`src/hw/rtl/enc_pkg.sv`:
```
// Shared constants and types for the eight-neighbour count core.
// Holds field widths, the default matrix side and the register index codes.
// No dependencies.
`timescale 1ns / 1ps

package enc_pkg;

  // Largest matrix side that the line stores hold.
  localparam int MAX_SIDE_DEFAULT = 256;

  // Fixed field widths.
  localparam int CFG_W   = 9;
  localparam int CELL_W  = 32;
  localparam int COUNT_W = 4;

  // Configuration register indexes.
  typedef enum logic [0:0] {
    REG_ROW_COUNT    = 1'b0,
    REG_COLUMN_COUNT = 1'b1
  } cfg_index_t;

endpackage

```
`src/hw/rtl/eight_neighbour_count_core.sv`:
```
// Eight-neighbour count core: raster-streamed 3x3 window over a matrix of cells.
// Depends on enc_pkg for widths, the default side and the register index codes.
// Holds the line stores, the window registers and the result register.
`timescale 1ns / 1ps

// The core takes one item per clock cycle when not stalled, each cell of a row_count x
// column_count matrix in row-major order, and gives one result for each cell: the
// count of its eight neighbours that hold exactly 1, with no wrap at the edges. The
// result for a cell leaves in the cycle after the cell below-right of it is taken;
// the last column_count + 1 results (all, for a single-row matrix) come out on flush
// items (mode 1, or any item once the matrix is complete), the final one flagged with
// last_of_matrix. The rate is set by the read-modify-write of the two line stores (one
// read port with a registered, look-ahead read); item_stall rises only while the
// result register is full and stalled, and for one cycle at the start of the flush of
// a single-row matrix. A configuration write drops any matrix in progress.
module eight_neighbour_count_core #(
  parameter int MAX_SIDE = enc_pkg::MAX_SIDE_DEFAULT
) (
  input  logic                              clk,
  input  logic                              rst,
  // Configuration write channel.
  input  logic                              cfg_valid,
  output logic                              cfg_ready,
  input  enc_pkg::cfg_index_t               cfg_index,
  input  logic [enc_pkg::CFG_W-1:0]         cfg_data,
  // Input item channel.
  input  logic                              item_valid,
  output logic                              item_stall,
  input  logic                              mode,
  input  logic signed [enc_pkg::CELL_W-1:0] cell_value,
  // Result item channel.
  output logic                              result_valid,
  input  logic                              result_stall,
  output logic [enc_pkg::COUNT_W-1:0]       neighbour_count,
  output logic                              last_of_matrix
);

  localparam int SIDE_W = $clog2(MAX_SIDE + 1);
  localparam int ROW_W  = $clog2(MAX_SIDE + 2);
  localparam int COL_W  = $clog2(MAX_SIDE);
  localparam int EXT_W  = (SIDE_W > enc_pkg::CFG_W) ? SIDE_W : enc_pkg::CFG_W;

  // Clamp a written side to the range 1..MAX_SIDE.
  function automatic logic [SIDE_W-1:0] clamp_side(input logic [enc_pkg::CFG_W-1:0] v);
    logic [EXT_W-1:0] v_ext;
    logic [SIDE_W-1:0] res;
    v_ext = EXT_W'(v);
    if (v_ext == '0) begin
      res = SIDE_W'(1);
    end else if (v_ext > EXT_W'(MAX_SIDE)) begin
      res = SIDE_W'(MAX_SIDE);
    end else begin
      res = SIDE_W'(v_ext);
    end
    return res;
  endfunction

  // Matrix size registers, held already clamped.
  logic [SIDE_W-1:0] rows;
  logic [SIDE_W-1:0] cols;

  // Position of the cell that the window takes next, and the all-cells-taken flag.
  logic [ROW_W-1:0] row_pos;
  logic [ROW_W-1:0] row_pos_next;
  logic [COL_W-1:0] col_pos;
  logic [COL_W-1:0] col_pos_next;
  logic             in_done;
  logic             in_done_next;

  // Line stores: middle holds the row above the incoming one, upper the row above that.
  logic upper_line_flags  [MAX_SIDE];
  logic middle_line_flags [MAX_SIDE];
  logic upper_rd;
  logic middle_rd;

  // Window columns, bit 2 top, bit 1 middle, bit 0 bottom.
  logic [2:0] win_left;
  logic [2:0] win_center;
  logic [2:0] win_right;

  // Step control.
  logic cfg_write;
  logic item_take;
  logic auto_step;
  logic step_cell;
  logic step;
  logic flag_in;

  // Bounds and result terms.
  logic [ROW_W-1:0] rows_ext;
  logic [COL_W-1:0] col_last;
  logic             col_nonzero;
  logic             top_ok;
  logic             bot_ok;
  logic             left_ok;
  logic             produce;
  logic             is_last;
  logic [enc_pkg::COUNT_W-1:0] count_value;

  assign cfg_ready = 1'b1;
  assign cfg_write = cfg_valid && cfg_ready;

  // A single-row matrix needs one silent window step before its first flush result.
  assign auto_step  = in_done && (row_pos == ROW_W'(1)) && (col_pos == '0);
  assign item_stall = (result_valid && result_stall) || auto_step;
  assign item_take  = item_valid && !item_stall;
  assign step_cell  = item_take && !in_done && !mode;
  assign step       = step_cell || (item_take && in_done) || auto_step;
  assign flag_in    = step_cell && (cell_value == enc_pkg::CELL_W'(1));

  assign rows_ext    = ROW_W'(rows);
  assign col_last    = COL_W'(cols - SIDE_W'(1));
  assign col_nonzero = (col_pos != '0);

  // Incoming column, as seen from the line stores and the input.
  assign win_right = {upper_rd, middle_rd, flag_in};

  // Bounds of the centered cell: one row and column back, or at column zero the end of the row two back.
  always_comb begin
    if (col_nonzero) begin
      produce = (row_pos >= ROW_W'(1));
      top_ok  = (row_pos >= ROW_W'(2));
      bot_ok  = (row_pos < rows_ext);
      left_ok = (col_pos >= COL_W'(2));
    end else begin
      produce = (row_pos >= ROW_W'(2));
      top_ok  = (row_pos >= ROW_W'(3));
      bot_ok  = (row_pos <= rows_ext);
      left_ok = (cols >= SIDE_W'(2));
    end
    is_last = !col_nonzero && (row_pos == rows_ext + ROW_W'(1));
  end

  // Sum of the in-bounds neighbours that hold one.
  always_comb begin
    count_value = '0;
    if (left_ok) begin
      count_value = count_value + enc_pkg::COUNT_W'(win_left[2] && top_ok)
                  + enc_pkg::COUNT_W'(win_left[1])
                  + enc_pkg::COUNT_W'(win_left[0] && bot_ok);
    end
    count_value = count_value + enc_pkg::COUNT_W'(win_center[2] && top_ok)
                + enc_pkg::COUNT_W'(win_center[0] && bot_ok);
    if (col_nonzero) begin
      count_value = count_value + enc_pkg::COUNT_W'(win_right[2] && top_ok)
                  + enc_pkg::COUNT_W'(win_right[1])
                  + enc_pkg::COUNT_W'(win_right[0] && bot_ok);
    end
  end

  // Next position; the final result or a register write starts a new matrix.
  always_comb begin
    row_pos_next = row_pos;
    col_pos_next = col_pos;
    in_done_next = in_done;
    if (cfg_write) begin
      row_pos_next = '0;
      col_pos_next = '0;
      in_done_next = 1'b0;
    end else if (step) begin
      if (produce && is_last) begin
        row_pos_next = '0;
        col_pos_next = '0;
        in_done_next = 1'b0;
      end else begin
        if (col_pos == col_last) begin
          col_pos_next = '0;
          row_pos_next = row_pos + ROW_W'(1);
        end else begin
          col_pos_next = col_pos + COL_W'(1);
        end
        if (step_cell && (col_pos == col_last) &&
            (row_pos == rows_ext - ROW_W'(1))) begin
          in_done_next = 1'b1;
        end
      end
    end
  end

  // Size registers and position state.
  always_ff @(posedge clk) begin
    if (rst) begin
      rows    <= SIDE_W'(1);
      cols    <= SIDE_W'(1);
      row_pos <= '0;
      col_pos <= '0;
      in_done <= 1'b0;
    end else begin
      if (cfg_write) begin
        case (cfg_index)
          enc_pkg::REG_ROW_COUNT:    rows <= clamp_side(cfg_data);
          enc_pkg::REG_COLUMN_COUNT: cols <= clamp_side(cfg_data);
          default: ;
        endcase
      end
      row_pos <= row_pos_next;
      col_pos <= col_pos_next;
      in_done <= in_done_next;
    end
  end

  // Line store update: the incoming flag moves in, the older row moves up.
  always_ff @(posedge clk) begin
    if (step) begin
      upper_line_flags[col_pos]  <= middle_rd;
      middle_line_flags[col_pos] <= flag_in;
    end
  end

  // Look-ahead read at the next column, forwarding a write to the same column.
  always_ff @(posedge clk) begin
    if (step && (col_pos_next == col_pos)) begin
      upper_rd  <= middle_rd;
      middle_rd <= flag_in;
    end else begin
      upper_rd  <= upper_line_flags[col_pos_next];
      middle_rd <= middle_line_flags[col_pos_next];
    end
  end

  // Window shift on every step.
  always_ff @(posedge clk) begin
    if (step) begin
      win_left   <= win_center;
      win_center <= win_right;
    end
  end

  // Result register.
  always_ff @(posedge clk) begin
    if (rst) begin
      result_valid <= 1'b0;
    end else if (step && produce) begin
      result_valid <= 1'b1;
    end else if (!result_stall) begin
      result_valid <= 1'b0;
    end
  end

  always_ff @(posedge clk) begin
    if (step && produce) begin
      neighbour_count <= count_value;
      last_of_matrix  <= is_last;
    end
  end

  // The column position stays inside the configured width.
  a_col_in_range: assert property (@(posedge clk) disable iff (rst)
    ({{(SIDE_W){1'b0}}, col_pos} < {{(COL_W){1'b0}}, cols}))
    else $error("column position beyond column count");

  // While cells are still taken the row is inside the matrix; during flush it is past it.
  a_row_phase: assert property (@(posedge clk) disable iff (rst)
    (in_done ? (row_pos >= rows_ext) : (row_pos < rows_ext)))
    else $error("row position does not match the input phase");

  // The final result returns the core to the start of a new matrix.
  a_last_restarts: assert property (@(posedge clk) disable iff (rst)
    (step && produce && is_last && !cfg_write) |=>
      (row_pos == '0) && (col_pos == '0) && !in_done)
    else $error("position not cleared after the final result");

  // A result never counts more than eight neighbours.
  a_count_max: assert property (@(posedge clk) disable iff (rst)
    (step && produce) |-> (count_value <= enc_pkg::COUNT_W'(8)))
    else $error("neighbour count above eight");

endmodule

```
`config.mk`:
```
export PLATFORM = sky130hd
export DESIGN_NAME = eight_neighbour_count_core
export DESIGN_NICKNAME = d
export VERILOG_FILES = /design/src/hw/rtl/enc_pkg.sv /design/src/hw/rtl/eight_neighbour_count_core.sv
export SDC_FILE = /design/constraint.sdc
export NUM_CORES = 1
export LEC_CHECK = 0
export BUFFER_PORTS_ARGS = -buffer_cell sky130_fd_sc_hd__buf_2
export CORE_MARGIN = 2
export CORE_UTILIZATION = 56
export CTS_CLUSTER_DIAMETER = 80
export CTS_CLUSTER_SIZE = 20
export DETAILED_ROUTE_END_ITERATION = 8
export PLACE_DENSITY = 0.8
export SYNTH_ARGS = -nofsm -noshare
export SYNTH_HDL_FRONTEND = slang
export SYNTH_SLANG_ARGS = --single-unit
```
`constraint.sdc`:
```
create_clock -name clk -period 15.3 [get_ports clk]
set_clock_uncertainty 0.05 [all_clocks]
set_input_delay 3.06 -clock clk [delete_from_list [all_inputs] [get_ports clk]]
set_output_delay 3.06 -clock clk [all_outputs]
set_load 0.01 [all_outputs]
```
## After elaboration in Yosys (flattened, before gate mapping)

Memories as Yosys holds them, arrays and structs flattened. A register that Yosys moved wholly into a read port is not among the register bits.
Cells that the tools add are included.

- Shift-type cells: 0
- Magnitude comparators: 8
- Div/mod/pow operators: 0
- Add/sub/neg operators: 12
- $mul: 0
- Muxes and demuxes: 20
- Reduce and logical (&&, ||, !) cells: 36
- Bitwise gates (word level): 1
- Equal/unequal tests: 6

Operator list:

| operator | count |
|---|---|
| $mux 9 | 4 |
| $eq 32x2->1 const B | 1 |
| $mux 8 | 4 |
| $ge 9x2->1 const B | 3 |
| $add 4x1->4 | 5 |
| $logic_and 1x1->1 | 19 |
| $add 9x1->9 const B | 2 |
| $eq 9x9->1 | 2 |
| $mux 1 | 10 |
| $eq 9x1->1 const B | 1 |
| $ge 9x1->1 const B | 1 |
| $gt 9x9->1 const B | 1 |
| $le 9x9->1 | 1 |
| $logic_not 9->1 | 1 |
| $lt 9x9->1 | 1 |
| $sub 9x1->9 const B | 1 |
| $add 8x1->8 const B | 1 |
| $eq 8x8->1 | 1 |
| $ge 8x2->1 const B | 1 |
| $logic_not 8->1 | 1 |
| $reduce_and 2->1 | 4 |
| $reduce_bool 8->1 | 1 |
| $sub 8x1->8 const B | 1 |
| $logic_not 1->1 | 4 |
| 9 further kinds | 12 |

- RAM bits: 512
- Output and inout bits: 8
- Input bits: 48
- Logic and storage cells: 95
- ROM bits: 0
- Register bits after elaboration: 48
- Memories kept: 2
- Latch bits: 0

Memory list:

| memory | words | bits a word | rd ports | clocked after memory_dff | wr ports | RTL line | source |
|---|---|---|---|---|---|---|---|
| middle_line_flags | 256 | 1 | 1 | 1 | 1 | eight_neighbour_count_core.sv:72 | `logic middle_line_flags [MAX_SIDE];` |
| upper_line_flags | 256 | 1 | 1 | 1 | 1 | eight_neighbour_count_core.sv:71 | `logic upper_line_flags [MAX_SIDE];` |

## Logic depth before layout (Yosys ltp)

Gate-level depths: netlist of run 1.

- Depth after elaboration: 12
- Mapped depth: 19
- Depth with buffers taken out: 19

## Worst setup path after synthesis of run 1

Ideal clock, no wire load.

- Path type: input-to-reg
- Start point: input result_stall
- End point: register neighbour_count[1] (netlist bit) (data pin)
- Setup time: 0.260 ns
- Buffers on the path: 0
- Path slack: -0.372 ns
- Stages: 9
- Data arrival time: 15.362 ns
- Data required time: 14.990 ns
- Path through: nand2_1 > nand2_1 > or3_1 > nor3_1 > and2_1 > fa_1 > ha_1 > fa_1 > mux2_2

- Cells in the longest elaborated chain, start to end: 10

Ends and longest elaborated chain:

| what | RTL line | source |
|---|---|---|
| start, declared | eight_neighbour_count_core.sv:33 | `input logic result_stall,` |
| $logic_and 1x1->1 | eight_neighbour_count_core.sv:105 | `assign item_stall = (result_valid && result_stall) \|\| auto_step;` |
| $logic_or 1x1->1 | eight_neighbour_count_core.sv:105 |  |
| $logic_not 1->1 | eight_neighbour_count_core.sv:106 | `assign item_take = item_valid && !item_stall;` |
| $logic_and 1x1->1 | eight_neighbour_count_core.sv:106 |  |
| $logic_and 1x1->1 (2 in a row) | eight_neighbour_count_core.sv:107 | `assign step_cell = item_take && !in_done && !mode;` |
| $logic_and 1x1->1 | eight_neighbour_count_core.sv:109 | `assign flag_in = step_cell && (cell_value == enc_pkg::CELL_W'(1));` |
| via flag_in | eight_neighbour_count_core.sv:87 | `logic flag_in;` |
| $logic_and 1x1->1 | eight_neighbour_count_core.sv:147 | `+ enc_pkg::COUNT_W'(win_right[0] && bot_ok);` |
| $add 4x1->4 | eight_neighbour_count_core.sv:147 |  |
| $mux 4 | eight_neighbour_count_core.sv:144 | `if (col_nonzero) begin` |
| via count_value, one bit | eight_neighbour_count_core.sv:98 | `logic [enc_pkg::COUNT_W-1:0] count_value;` |
| end signal, assigned | eight_neighbour_count_core.sv:242 | `neighbour_count <= count_value;` |
| end, declared | eight_neighbour_count_core.sv:34 | `output logic [enc_pkg::COUNT_W-1:0] neighbour_count,` |

The timed path passes the listed nets, and every way through them passes these cells.
A chain may end at the register's enable or synchronous reset.

## Worst setup path in the final report of run 1

- Start point: input result_stall
- End point: output item_stall

- Cells in the longest elaborated chain, start to end: 2

Ends and longest elaborated chain:

| what | RTL line | source |
|---|---|---|
| $logic_and 1x1->1 | eight_neighbour_count_core.sv:105 |  |
| $logic_or 1x1->1 | eight_neighbour_count_core.sv:105 |  |
| end, declared | eight_neighbour_count_core.sv:28 | `output logic item_stall,` |

No other way between the ends.

==> metrics.csv, run 1 <==
stage;metric;value;unit
placement;portBuffers;54;
routing;vias;14100;
floorplanning;io_pins;56;
status;status;finished clean;
critical_path;rrSetupSlack;9.62;ns
sta;post-route-period-util;43.1;%
cts;clk_transition_reported_paths;0.08;ns
min_path;worst_hold_path_type;register to register;
routing;routed_wl;54.1;mm
cts;clk_latency;0.54;ns
cells_and_area;antennaDiodeCount;0;
routing;drtAntennaViolNets;0;
sta;relSlewSlack;16.8;%
cts;cts_hold_buf;0;
pwr;switching_share;20.3;%
cts;cts-buffers-inserted;35;
yosys;synth_area_leaders;edfxtp_1 64%, mux4_2 13%, nor2_1 4.7%;
floorplanning;dieHeight;213;um
cells_and_area;final_common_cell;edfxtp_1;
yosys;synth_seq_cells;568;
sta;slew_violations;0;
global_routing;grt_pass1_wl;83.1;mm
pwr;p_int;2.15;mW
critical_path;cp_slowest_cell;buf_2;
routing;routed-wl-met2;26.1;mm
pwr;p_comb_share;3.9;%
cts;post_cts_resized;0;
global_routing;grt_max_degree;258;
sta;tightest_slew;1.25;ns
floorplanning;coreArea;43100;um^2
cts;post_cts_buffers;0;
min_path;hold_end;win_left[1];
placement;gp_congestion;0.882;
routing;drt_iter0_drc;1698;
sta;worst_slack;8.71;ns
routing;top_layer;met4;
cts;clkSinkCount;568;
floorplanning;start_util;56.8;%
sta;fmax;0.152;GHz
critical_path;r2r-end;neighbour_count[1];
pwr;clkPwrFrac;33.3;%
cts;cts_tree;built;
critical_path;arrival;3.48;ns
yosys;synth_seq_area_share;67.8;%
placement;place_ws;8.72;ns
sta;hold_viol_final;0;
critical_path;crit_path_start_kind;input port;
yosys;synthFlopType;edfxtp_1;
cells_and_area;nets;1676;
pwr;power.density;103;nW/um^2
critical_path;required;12.19;ns
cells_and_area;final_layout_size_suffix_gt1_share;16.7;%
pwr;pwr-share-seq;62.8;%
global_routing;antenna_found_initial;0;
cts;root_buffer;clkbuf_16;
global_routing;grt_pass1_vias;14300;
routing;dr.pass1.iters;7;
critical_path;max_stage_delay;0.15;ns
sta;rsz0062_at_grt;no;
pwr;ir_drop;63.5;uV
sta;fin_setup_tns;0;ns
routing;wirelength_met1;21.1;mm
yosys;synth_area;24500;um^2
min_path;hold_depth;0;
routing;wl_per_cell;24.6;um
critical_path;critPathCaptureType;output port;
sta;setup_viol;0;
yosys;syn-instance-count;1595;
yosys;synth_edf_count;523;
critical_path;path_delay_family;buffers and inverters;
min_path;hp-start;win_center[1];
run;cap_violations;0;
floorplanning;die_w;213;um
critical_path;path_class;input port to output port;
placement;dp_hpwl;32.8;mm
yosys;syn-num-nets;1670;
routing;route.met3.wl;4.95;mm
critical_path;path_cells;buf_2, nand2_1, o31ai_1, buf_2;
cts;htreeDepth;2;
routing;vias_per_cell;6.42;
yosys;ys_types;72;
yosys;synth_warnings;0;
critical_path;path_common_cell;buf_2;
yosys;async_reset_ff_share;0;%
cells_and_area;final_cell_mix;523 x edfxtp_1, 307 x nor2_1, 137 x mux4_2, 70 x nand2_1, 54 x buf_2;
pwr;p_switching;0.550;mW
critical_path;r2r_cells;11;
critical_path;cp_max_fo;3;
floorplanning;fp-row-count;76;
pwr;leakagePower;7.39;nW
global_routing;grt_use_total;24.5;%
cells_and_area;syn2layout_area_growth;6.92;%
floorplanning;die_area;45400;um^2
yosys;synth_top_area_cell;edfxtp_1;
critical_path;crit_buf_inv;2;
cts;clk_path_buf_depth;3;
global_routing;grt.overflow.total;0;
yosys;yosysTopAreaCellShare;64.1;%
yosys;syn_area_per_cell;15.4;um^2
routing;remaining_drc_errors;0;
sta;min_period;6.59;ns
## per-stage QoR
step | total power, mW | util (%) | hold WS [ns] | area, um^2 | cells
CTS | 2.71 | 60.8 | 0.404 | 26200 | 2193
floorplan | 1.81 | - | 0.350 | 24500 | 1595
finish | 2.70 | 60.8 | 0.398 | 26200 | 2193
global placement | 1.84 | 58.6 | 0.356 | 25200 | 2149
detailed placement | 1.84 | 58.6 | 0.377 | 25200 | 2149
global route | 2.78 | 60.8 | 0.415 | 26200 | 2193
## power groups by stage
stage	Combinational (mW)	Clock, mW	Sequential [mW]
after floorplan	0.0799	0	1.73
after global placement	0.103	0	1.73
after detailed placement	0.106	0	1.73
after CTS	0.107	0.910	1.70
after global routing	0.116	0.961	1.70
final	0.106	0.900	1.70
## how the worst max path moves through the flow
stage,from,endpoint,slack [ns],cells past startpoint
final,result_stall,item_stall,8.71,4
after floorplan,register,neighbour_count[1],3.83,14
after CTS,result_stall,item_stall,8.71,4
after global routing,result_stall,item_stall,8.68,4
after global placement,result_stall,item_stall,8.73,4
after detailed placement,result_stall,item_stall,8.72,4
## flip-flops by register name (all words and copies together) (netlist names), named ones only
register,flops
col_pos,8
cols,9
in_done,1
last_of_matrix,1
middle_line_flags,256
neighbour_count,4
result_valid,1
row_pos,9
rows,9
upper_line_flags,256
win_center,3
win_left,3
## cell families (layout without fill, tap and decap cells)
| logic type | after synthesis | in the layout | share of synthesized area [%] |
|---|---|---|---|
| compound gates | 140 | 140 | 3.90 |
| buf+inv | 132 | 145 | 2.19 |
| flops | 568 | 568 | 67.8 |
| other cells | 1 | 1 | 0.0153 |
| mux | 163 | 163 | 13.7 |
| fa+ha+maj | 27 | 27 | 1.50 |
| xor+xnor | 25 | 25 | 0.894 |
| simple gates | 539 | 539 | 10.0 |
## cell type report
class / count / area [um^2]
flip-flops and latches: 568 / 16600
clock buffers: 39 / 891
well taps: 585 / 732
inverters: 28 / 105
fillers: 3058 / 16900
repair buffers: 73 / 425
clock inverters: 5 / 47.5
multi-input cells: 895 / 7370
## routing by layer
| layer | vias up | GRT usage [%] |
|---|---|---|
| met5 | - | 0 |
| met4 | 0 | 8.10 |
| met3 | 145 | 3.82 |
| met2 | 702 | 39.8 |
| met1 | 7136 | 34.3 |
| li1 | 6095 | - |
## cells in the mapped netlist, types with 5 or more instances
cell / number
a31oi_1: 7
or3_1: 6
a22oi_1: 16
o221ai_1: 10
nor2_1: 307
edfxtp_1: 523
clkbuf_1: 72
nor3b_1: 14
nor3_1: 17
buf_2: 20
nand4_1: 10
dfxtp_1: 45
mux4_2: 137
mux2i_1: 24
nand2b_1: 8
a21oi_1: 37
nor4_1: 13
xor2_1: 9
buf_1: 7
or2_2: 5
and2_1: 14
a211o_1: 5
ha_1: 23
a21o_1: 6
nand3_1: 35
inv_1: 26
nor2b_1: 16
o21ai_0: 15
xnor2_1: 16
nand2_1: 70
No activity file was read; power rests on OpenSTA's default activity.
==> inputs of run 2 (changes only) <==
CORE_UTILIZATION = 62   (was 56)
PLACE_DENSITY = 0.84   (was 0.8)
clock period = 6.3 ns   (was 15.3 ns; I/O delays follow)
==> metrics.csv, run 2 (synthesized netlist as in run 1, its figures left out) <==
stage;metric;value;unit;change
global_routing;grt_use_total;27.9;%;was 24.5%
sta;relSlewSlack;10.8;%;was 16.8%
sta;slew_violations;0;;unchanged
cts;htreeDepth;2;;unchanged
global_routing;grt_pass1_wl;84.8;mm;was 83.1 mm
pwr;ir_drop;203;uV;was 63.5 uV
sta;fmax;0.189;GHz;
cells_and_area;antennaDiodeCount;0;;unchanged
cells_and_area;final_cell_mix;523 x edfxtp_1, 307 x nor2_1, 137 x mux4_2, 68 x nand2_1, 54 x buf_2;;was 523 x edfxtp_1, 307 x nor2_1, 137 x mux4_2, 70 x nand2_1, 54 x buf_2
sta;tightest_slew;1.33;ns;was 1.25 ns
critical_path;critPathCaptureType;register;;was output port
cts;cts_tree;built;;unchanged
critical_path;cp_max_fo;10;;was 3
global_routing;grt_pass1_vias;14100;;was 14300
cts;cts_hold_buf;0;;unchanged
run;cap_violations;0;;unchanged
sta;post-route-period-util;84.2;%;
sta;rsz0062_at_grt;no;;unchanged
cells_and_area;fill_cells;2497;;was 3058
critical_path;crit_path_start_kind;register;;was input port
floorplanning;die_w;203;um;was 213 um
critical_path;path_class;register to register;;was input port to output port
pwr;leakagePower;7.45;nW;was 7.39 nW
sta;hold_viol_final;0;;unchanged
critical_path;cp_slowest_cell;fa_1;;was buf_2
cells_and_area;nets;1680;;was 1676
sta;worst_slack;0.998;ns;was 8.71 ns
sta;setup_viol;0;;unchanged
routing;drtAntennaViolNets;0;;unchanged
cts;clk_path_buf_depth;3;;unchanged
status;status;finished clean;;unchanged
global_routing;grt.overflow.total;0;;unchanged
pwr;power.total;6.59;mW;was 2.70 mW
floorplanning;start_util;63.1;%;was 56.8%
global_routing;antenna_found_initial;0;;unchanged
routing;routed_wl;56.3;mm;was 54.1 mm
min_path;worst_hold_path_type;register to register;;unchanged
cts;clk_transition_reported_paths;0.08;ns;about the same
routing;wl_per_cell;26.5;um;was 24.6 um
placement;dp_hpwl;34.7;mm;was 32.8 mm
cts;clkSinkCount;568;;unchanged
cts;post_cts_buffers;0;;unchanged
critical_path;max_stage_delay;0.54;ns;was 0.15 ns
floorplanning;die_area;41100;um^2;was 45400 um^2
cts;post_cts_resized;0;;unchanged
routing;vias_per_cell;6.72;;was 6.42
floorplanning;dieHeight;203;um;was 213 um
pwr;power.density;251;nW/um^2;was 103 nW/um^2
routing;dr.pass1.iters;8;;was 7
cells_and_area;syn2layout_area_growth;7.20;%;was 6.92%
cts;root_buffer;clkbuf_16;;unchanged
routing;vias;14300;;was 14100
cts;clk_latency;0.54;ns;about the same
critical_path;arrival;5.53;ns;was 3.48 ns
routing;drt_iter0_drc;1989;;was 1698
critical_path;required;6.53;ns;was 12.19 ns
critical_path;path_cells;ha_1, nor2b_1, o21a_1, o21a_1, o21a_1, o21ai_0, a21oi_1, o31ai_1, nand2_1, fa_1, or2_2, fa_1, inv_1, fa_1, ha_2, fa_2, mux2_2;;was buf_2, nand2_1, o31ai_1, buf_2
placement;portBuffers;54;;unchanged
global_routing;grt_max_degree;258;;unchanged
floorplanning;fp-row-count;72;;was 76
placement;gp_congestion;0.861;;was 0.882
cts;cts-buffers-inserted;34;;was 35
placement;place_ws;1.04;ns;was 8.72 ns
cells_and_area;final_layout_size_suffix_gt1_share;17.4;%;was 16.7%
sta;min_period;5.30;ns;
cells_and_area;largest_registers;middle_line_flags x256, upper_line_flags x256;;unchanged
routing;remaining_drc_errors;0;;unchanged
floorplanning;coreArea;38800;um^2;was 43100 um^2
floorplanning;io_pins;56;;unchanged
cells_and_area;final_common_cell;edfxtp_1;;unchanged
-- run 2: cell types whose count changed in the layout (fill, tap and decap cells not counted), moves of 2 or more --
cell,change
buf_12,+3
buf_4,+2
nand2_1,-2
nor4_1,-4
nor4_4,+3
-- run 2: worst paths after layout --
path / start / to / slack [ns] / depth (start not counted)
hold / removal: win_center[1] / win_left[1] / 0.41 / 0
setup / recovery: row_pos[1] / neighbour_count[1] / 1.0 / 17
hold reg to reg: win_center[1] / win_left[1] / 0.41 / 0
setup reg to reg: row_pos[1] / neighbour_count[1] / 1.0 / 17
-- run 2: stage by stage --
step	cells	instance area (um^2)	util [%]	hold slack [ns]	TNS [ns]
CTS	2128	26300	67.6	0.394	0
global placement	2087	25300	65.2	0.356	0
detailed placement	2087	25300	65.2	0.376	0
floorplan	1595	24600	-	0.350	-2.08
global route	2128	26300	67.6	0.403	0
finish	2128	26300	67.6	0.411	0
-- run 2: layout make-up --
| class | count | area [um^2] | area share (%) |
|---|---|---|---|
| clock buffer | 38 | 887 | 3.38 |
| timing repair buffer | 78 | 500 | 1.91 |
| clock inverter | 3 | 47.5 | 0.181 |
| tap | 518 | 648 | 2.47 |
| multi-input combinational | 895 | 7450 | 28.4 |
| inverter | 28 | 105 | 0.400 |
| sequential | 568 | 16600 | 63.3 |
-- run 2: routing by layer --
layer / vias up / wire length [um] / part of all wire [%] / global-route usage, %
li1: 6106 / - / - / -
met3: 146 / 5930 / 11 / 5.30
met1: 7177 / 20700 / 37 / 38.9
met2: 867 / 27600 / 49 / 45.1
met4: 0 / 2100 / 3.7 / 9.31
met5: - / 0 / 0 / 0
-- run 2: critical path, delay by kind of cell, from the launching register on --
family          cells  cell delay (ns)
buf+inv             1             0.06
compound gates      6             1.12
simple gates        3             0.59
mux                 1             0.28
fa+ha+maj           6             2.44
flops               1             0.53
-- run 2: power breakdown --
group	leakage, nW	switching [mW]	internal [mW]
clock	0.458	1.15	1.05
sequential	4.66	0.0169	4.10
combinational	2.33	0.160	0.113
==> inputs of run 3 (changes only) <==
CORE_UTILIZATION = 56   (was 62)
PLACE_DENSITY = 0.8   (was 0.84)
clock period = 4.35 ns   (was 6.3 ns; I/O delays follow)
==> metrics.csv, run 3 (synthesized netlist as in run 1, its figures left out) <==
stage;metric;value;unit;change
sta;slew_violations;0;;unchanged
cells_and_area;final_common_cell;edfxtp_1;;unchanged
routing;vias_per_cell;6.35;;was 6.72
pwr;ir_drop;229;uV;was 203 uV
cells_and_area;final_cell_mix;523 x edfxtp_1, 307 x nor2_1, 137 x mux4_2, 95 x buf_4, 66 x nand2_1;;was 523 x edfxtp_1, 307 x nor2_1, 137 x mux4_2, 68 x nand2_1, 54 x buf_2
pwr;pwr-share-seq;61.7;%;was 62.5%
cts;root_buffer;clkbuf_16;;unchanged
sta;tightest_slew;1.25;ns;was 1.33 ns
critical_path;required;4.63;ns;was 6.53 ns
cells_and_area;antennaDiodeCount;0;;unchanged
critical_path;crit_buf_inv;3;;was 1
global_routing;grt_use_total;26.0;%;was 27.9%
floorplanning;die_w;213;um;was 203 um
cells_and_area;final_core_utilization;63.3;%;was 67.6%
floorplanning;coreArea;43100;um^2;was 38800 um^2
global_routing;grt.overflow.total;0;;unchanged
global_routing;antenna_found_initial;0;;unchanged
critical_path;max_stage_delay;0.53;ns;was 0.54 ns
sta;worst_slack;-0.432;ns;was 0.998 ns
cts;cts_tree;built;;unchanged
routing;drt_iter0_drc;1785;;was 1989
min_path;hp-start;win_center[1];;unchanged
critical_path;rrSetupSlack;-0.43;ns;was 1.0 ns
critical_path;cp_max_fo;2;;was 10
sta;fin_setup_tns;-0.806;ns;was 0 ns
critical_path;r2r-end;neighbour_count[1];;unchanged
sta;rsz0062_at_grt;yes;;was no
global_routing;grt_pass1_vias;14700;;was 14100
run;cap_violations;0;;unchanged
pwr;leakagePower;7.96;nW;was 7.45 nW
cells_and_area;fill_cells;2956;;was 2497
floorplanning;io_pins;56;;unchanged
critical_path;r2r_cells;19;;was 17
cts;htreeDepth;2;;unchanged
routing;dr.pass1.iters;5;;was 8
cells_and_area;largest_registers;middle_line_flags x256, upper_line_flags x256;;unchanged
routing;remaining_drc_errors;0;;unchanged
pwr;p_comb_share;4.7;%;was 4.1%
critical_path;crit_path_start_kind;register;;unchanged
critical_path;cp_slowest_cell;fa_1;;unchanged
sta;post-route-period-util;110;%;was 84.2%
placement;portBuffers;54;;unchanged
critical_path;cp_num_cells;19;;was 17
placement;dp_hpwl;36.6;mm;was 34.7 mm
floorplanning;dieHeight;213;um;was 203 um
min_path;hold_end;win_left[1];;unchanged
floorplanning;die_area;45400;um^2;was 41100 um^2
global_routing;grt_pass1_wl;86.7;mm;was 84.8 mm
cts;clk_latency;0.57;ns;was 0.54 ns
critical_path;path_cells;inv_2, ha_4, nor2b_4, o21a_1, o21a_1, o21a_1, o21ai_1, a21oi_1, o31ai_1, buf_4, nand2_2, fa_1, or2_4, fa_1, inv_2, fa_1, ha_2, fa_2, mux2_4;;was ha_1, nor2b_1, o21a_1, o21a_1, o21a_1, o21ai_0, a21oi_1, o31ai_1, nand2_1, fa_1, or2_2, fa_1, inv_1, fa_1, ha_2, fa_2, mux2_2
status;violations;negative setup slack;;
cells_and_area;syn2layout_area_growth;11.3;%;was 7.20%
critical_path;r2r-start;rows[1];;was row_pos[1]
cts;cts_hold_buf;0;;unchanged
pwr;clkPwrFrac;33.6;%;was 33.3%
sta;holdWs;0.393;ns;was 0.411 ns
sta;setup_viol;3;;was 0
critical_path;path_delay_family;adder cells;;unchanged
cells_and_area;final_cell_area;27300;um^2;was 26300 um^2
critical_path;startpoint;rows[1];;was row_pos[1]
global_routing;grt_max_degree;258;;unchanged
cts;cts-buffers-inserted;34;;unchanged
pwr;p_switching;1.96;mW;was 1.33 mW
placement;place_ws;-0.672;ns;was 1.04 ns
sta;relSlewSlack;16.9;%;was 10.8%
pwr;power.density;354;nW/um^2;was 251 nW/um^2
placement;gp_congestion;0.904;;was 0.861
status;status;complete, but fails checks;;was finished clean
floorplanning;start_util;56.8;%;was 63.1%
cts;clk_transition_reported_paths;0.08;ns;about the same
cells_and_area;final_layout_size_suffix_gt1_share;22.2;%;was 17.4%
routing;wl_per_cell;25.1;um;was 26.5 um
pwr;switching_share;20.3;%;was 20.1%
critical_path;arrival;5.06;ns;was 5.53 ns
pwr;p_int;7.69;mW;was 5.26 mW
cts;clkSinkCount;568;;unchanged
critical_path;path_class;register to register;;unchanged
min_path;hold_depth;0;;unchanged
floorplanning;fp-row-count;76;;was 72
routing;routed_wl;57.5;mm;was 56.3 mm
routing;vias;14500;;was 14300
routing;drtAntennaViolNets;0;;unchanged
cells_and_area;nets;1769;;was 1680
min_path;worst_hold_path_type;register to register;;unchanged
critical_path;critPathCaptureType;register;;unchanged
cts;clk_path_buf_depth;3;;unchanged
sta;fmax;0.209;GHz;was 0.189 GHz
placement;placed_cell_area;26200;um^2;was 25300 um^2
sta;hold_viol_final;0;;unchanged
sta;min_period;4.78;ns;was 5.30 ns
## run 3: changes by cell type in the layout (fill, tap and decap cells not counted), moves of 2 or more
| cell | before | now |
|---|---|---|
| nand2_2 | 1 | 3 |
| inv_2 | 1 | 3 |
| clkbuf_16 | 35 | 37 |
| buf_4 | 20 | 95 |
| clkbuf_1 | 3 | 11 |
| buf_12 | 4 | 17 |
| nand2_1 | 68 | 66 |
| inv_1 | 26 | 24 |
| inv_6 | 2 | 0 |
## run 3: layer usage
layer | GRT usage, % | routed length [um] | up-vias
met1 | 34.7 | 21600 | 7315
met4 | 9.24 | 1760 | 0
met5 | 0 | 0 | -
met3 | 5.38 | 5890 | 124
met2 | 42.7 | 28300 | 807
li1 | - | - | 6298
## run 3: repair_timing
action | CTS | global route
setup endpoints to repair | 4 | 68
buffers inserted | 3 | 2
resized for setup | 10 | 4
pin swaps | 10 | 4
## run 3: through the flow
step / total power [mW] / instances
floorplan: 6.38 / 1595
global route: 9.88 / 2292
CTS: 9.68 / 2290
finish: 9.65 / 2292
global placement: 6.51 / 2238
detailed placement: 6.52 / 2238
## run 3: power by group through the flow
stage               Clock [mW]  Combinational, mW  Sequential (mW)
floorplan                    0              0.299             6.08
global placement             0              0.430             6.08
detailed placement           0              0.442             6.08
CTS                       3.28              0.448             5.95
global route              3.44              0.491             5.95
finish                    3.24              0.454             5.95
## run 3: worst reg2reg max path: stages (launching register included)
cell	delay, ns
dfxtp_2	0.33
inv_2	0.08
ha_4	0.20
nor2b_4	0.12
o21a_1	0.17
o21a_1	0.18
o21a_1	0.16
o21ai_1	0.13
a21oi_1	0.09
o31ai_1	0.19
buf_4	0.16
nand2_2	0.05
fa_1	0.44
or2_4	0.25
fa_1	0.53
inv_2	0.05
fa_1	0.49
ha_2	0.20
fa_2	0.42
mux2_4	0.26
## run 3: final cells by class
class | count | area [um^2] | area share, %
multi-input cells | 895 | 7490 | 27.5
clock buffers | 48 | 967 | 3.55
well taps | 585 | 732 | 2.68
clock inverters | 1 | 16.3 | 0.0597
inverters | 28 | 106 | 0.390
flip-flops and latches | 568 | 16600 | 60.9
repair buffers | 167 | 1340 | 4.90
## run 3: worst max-delay path by stage
stage	slack, ns	endpoint
floorplan	-2.34	neighbour_count[1]
global placement	-0.60	neighbour_count[1]
detailed placement	-0.67	neighbour_count[1]
CTS	-0.43	neighbour_count[1]
global route	-0.61	neighbour_count[1]
finish	-0.43	neighbour_count[1]
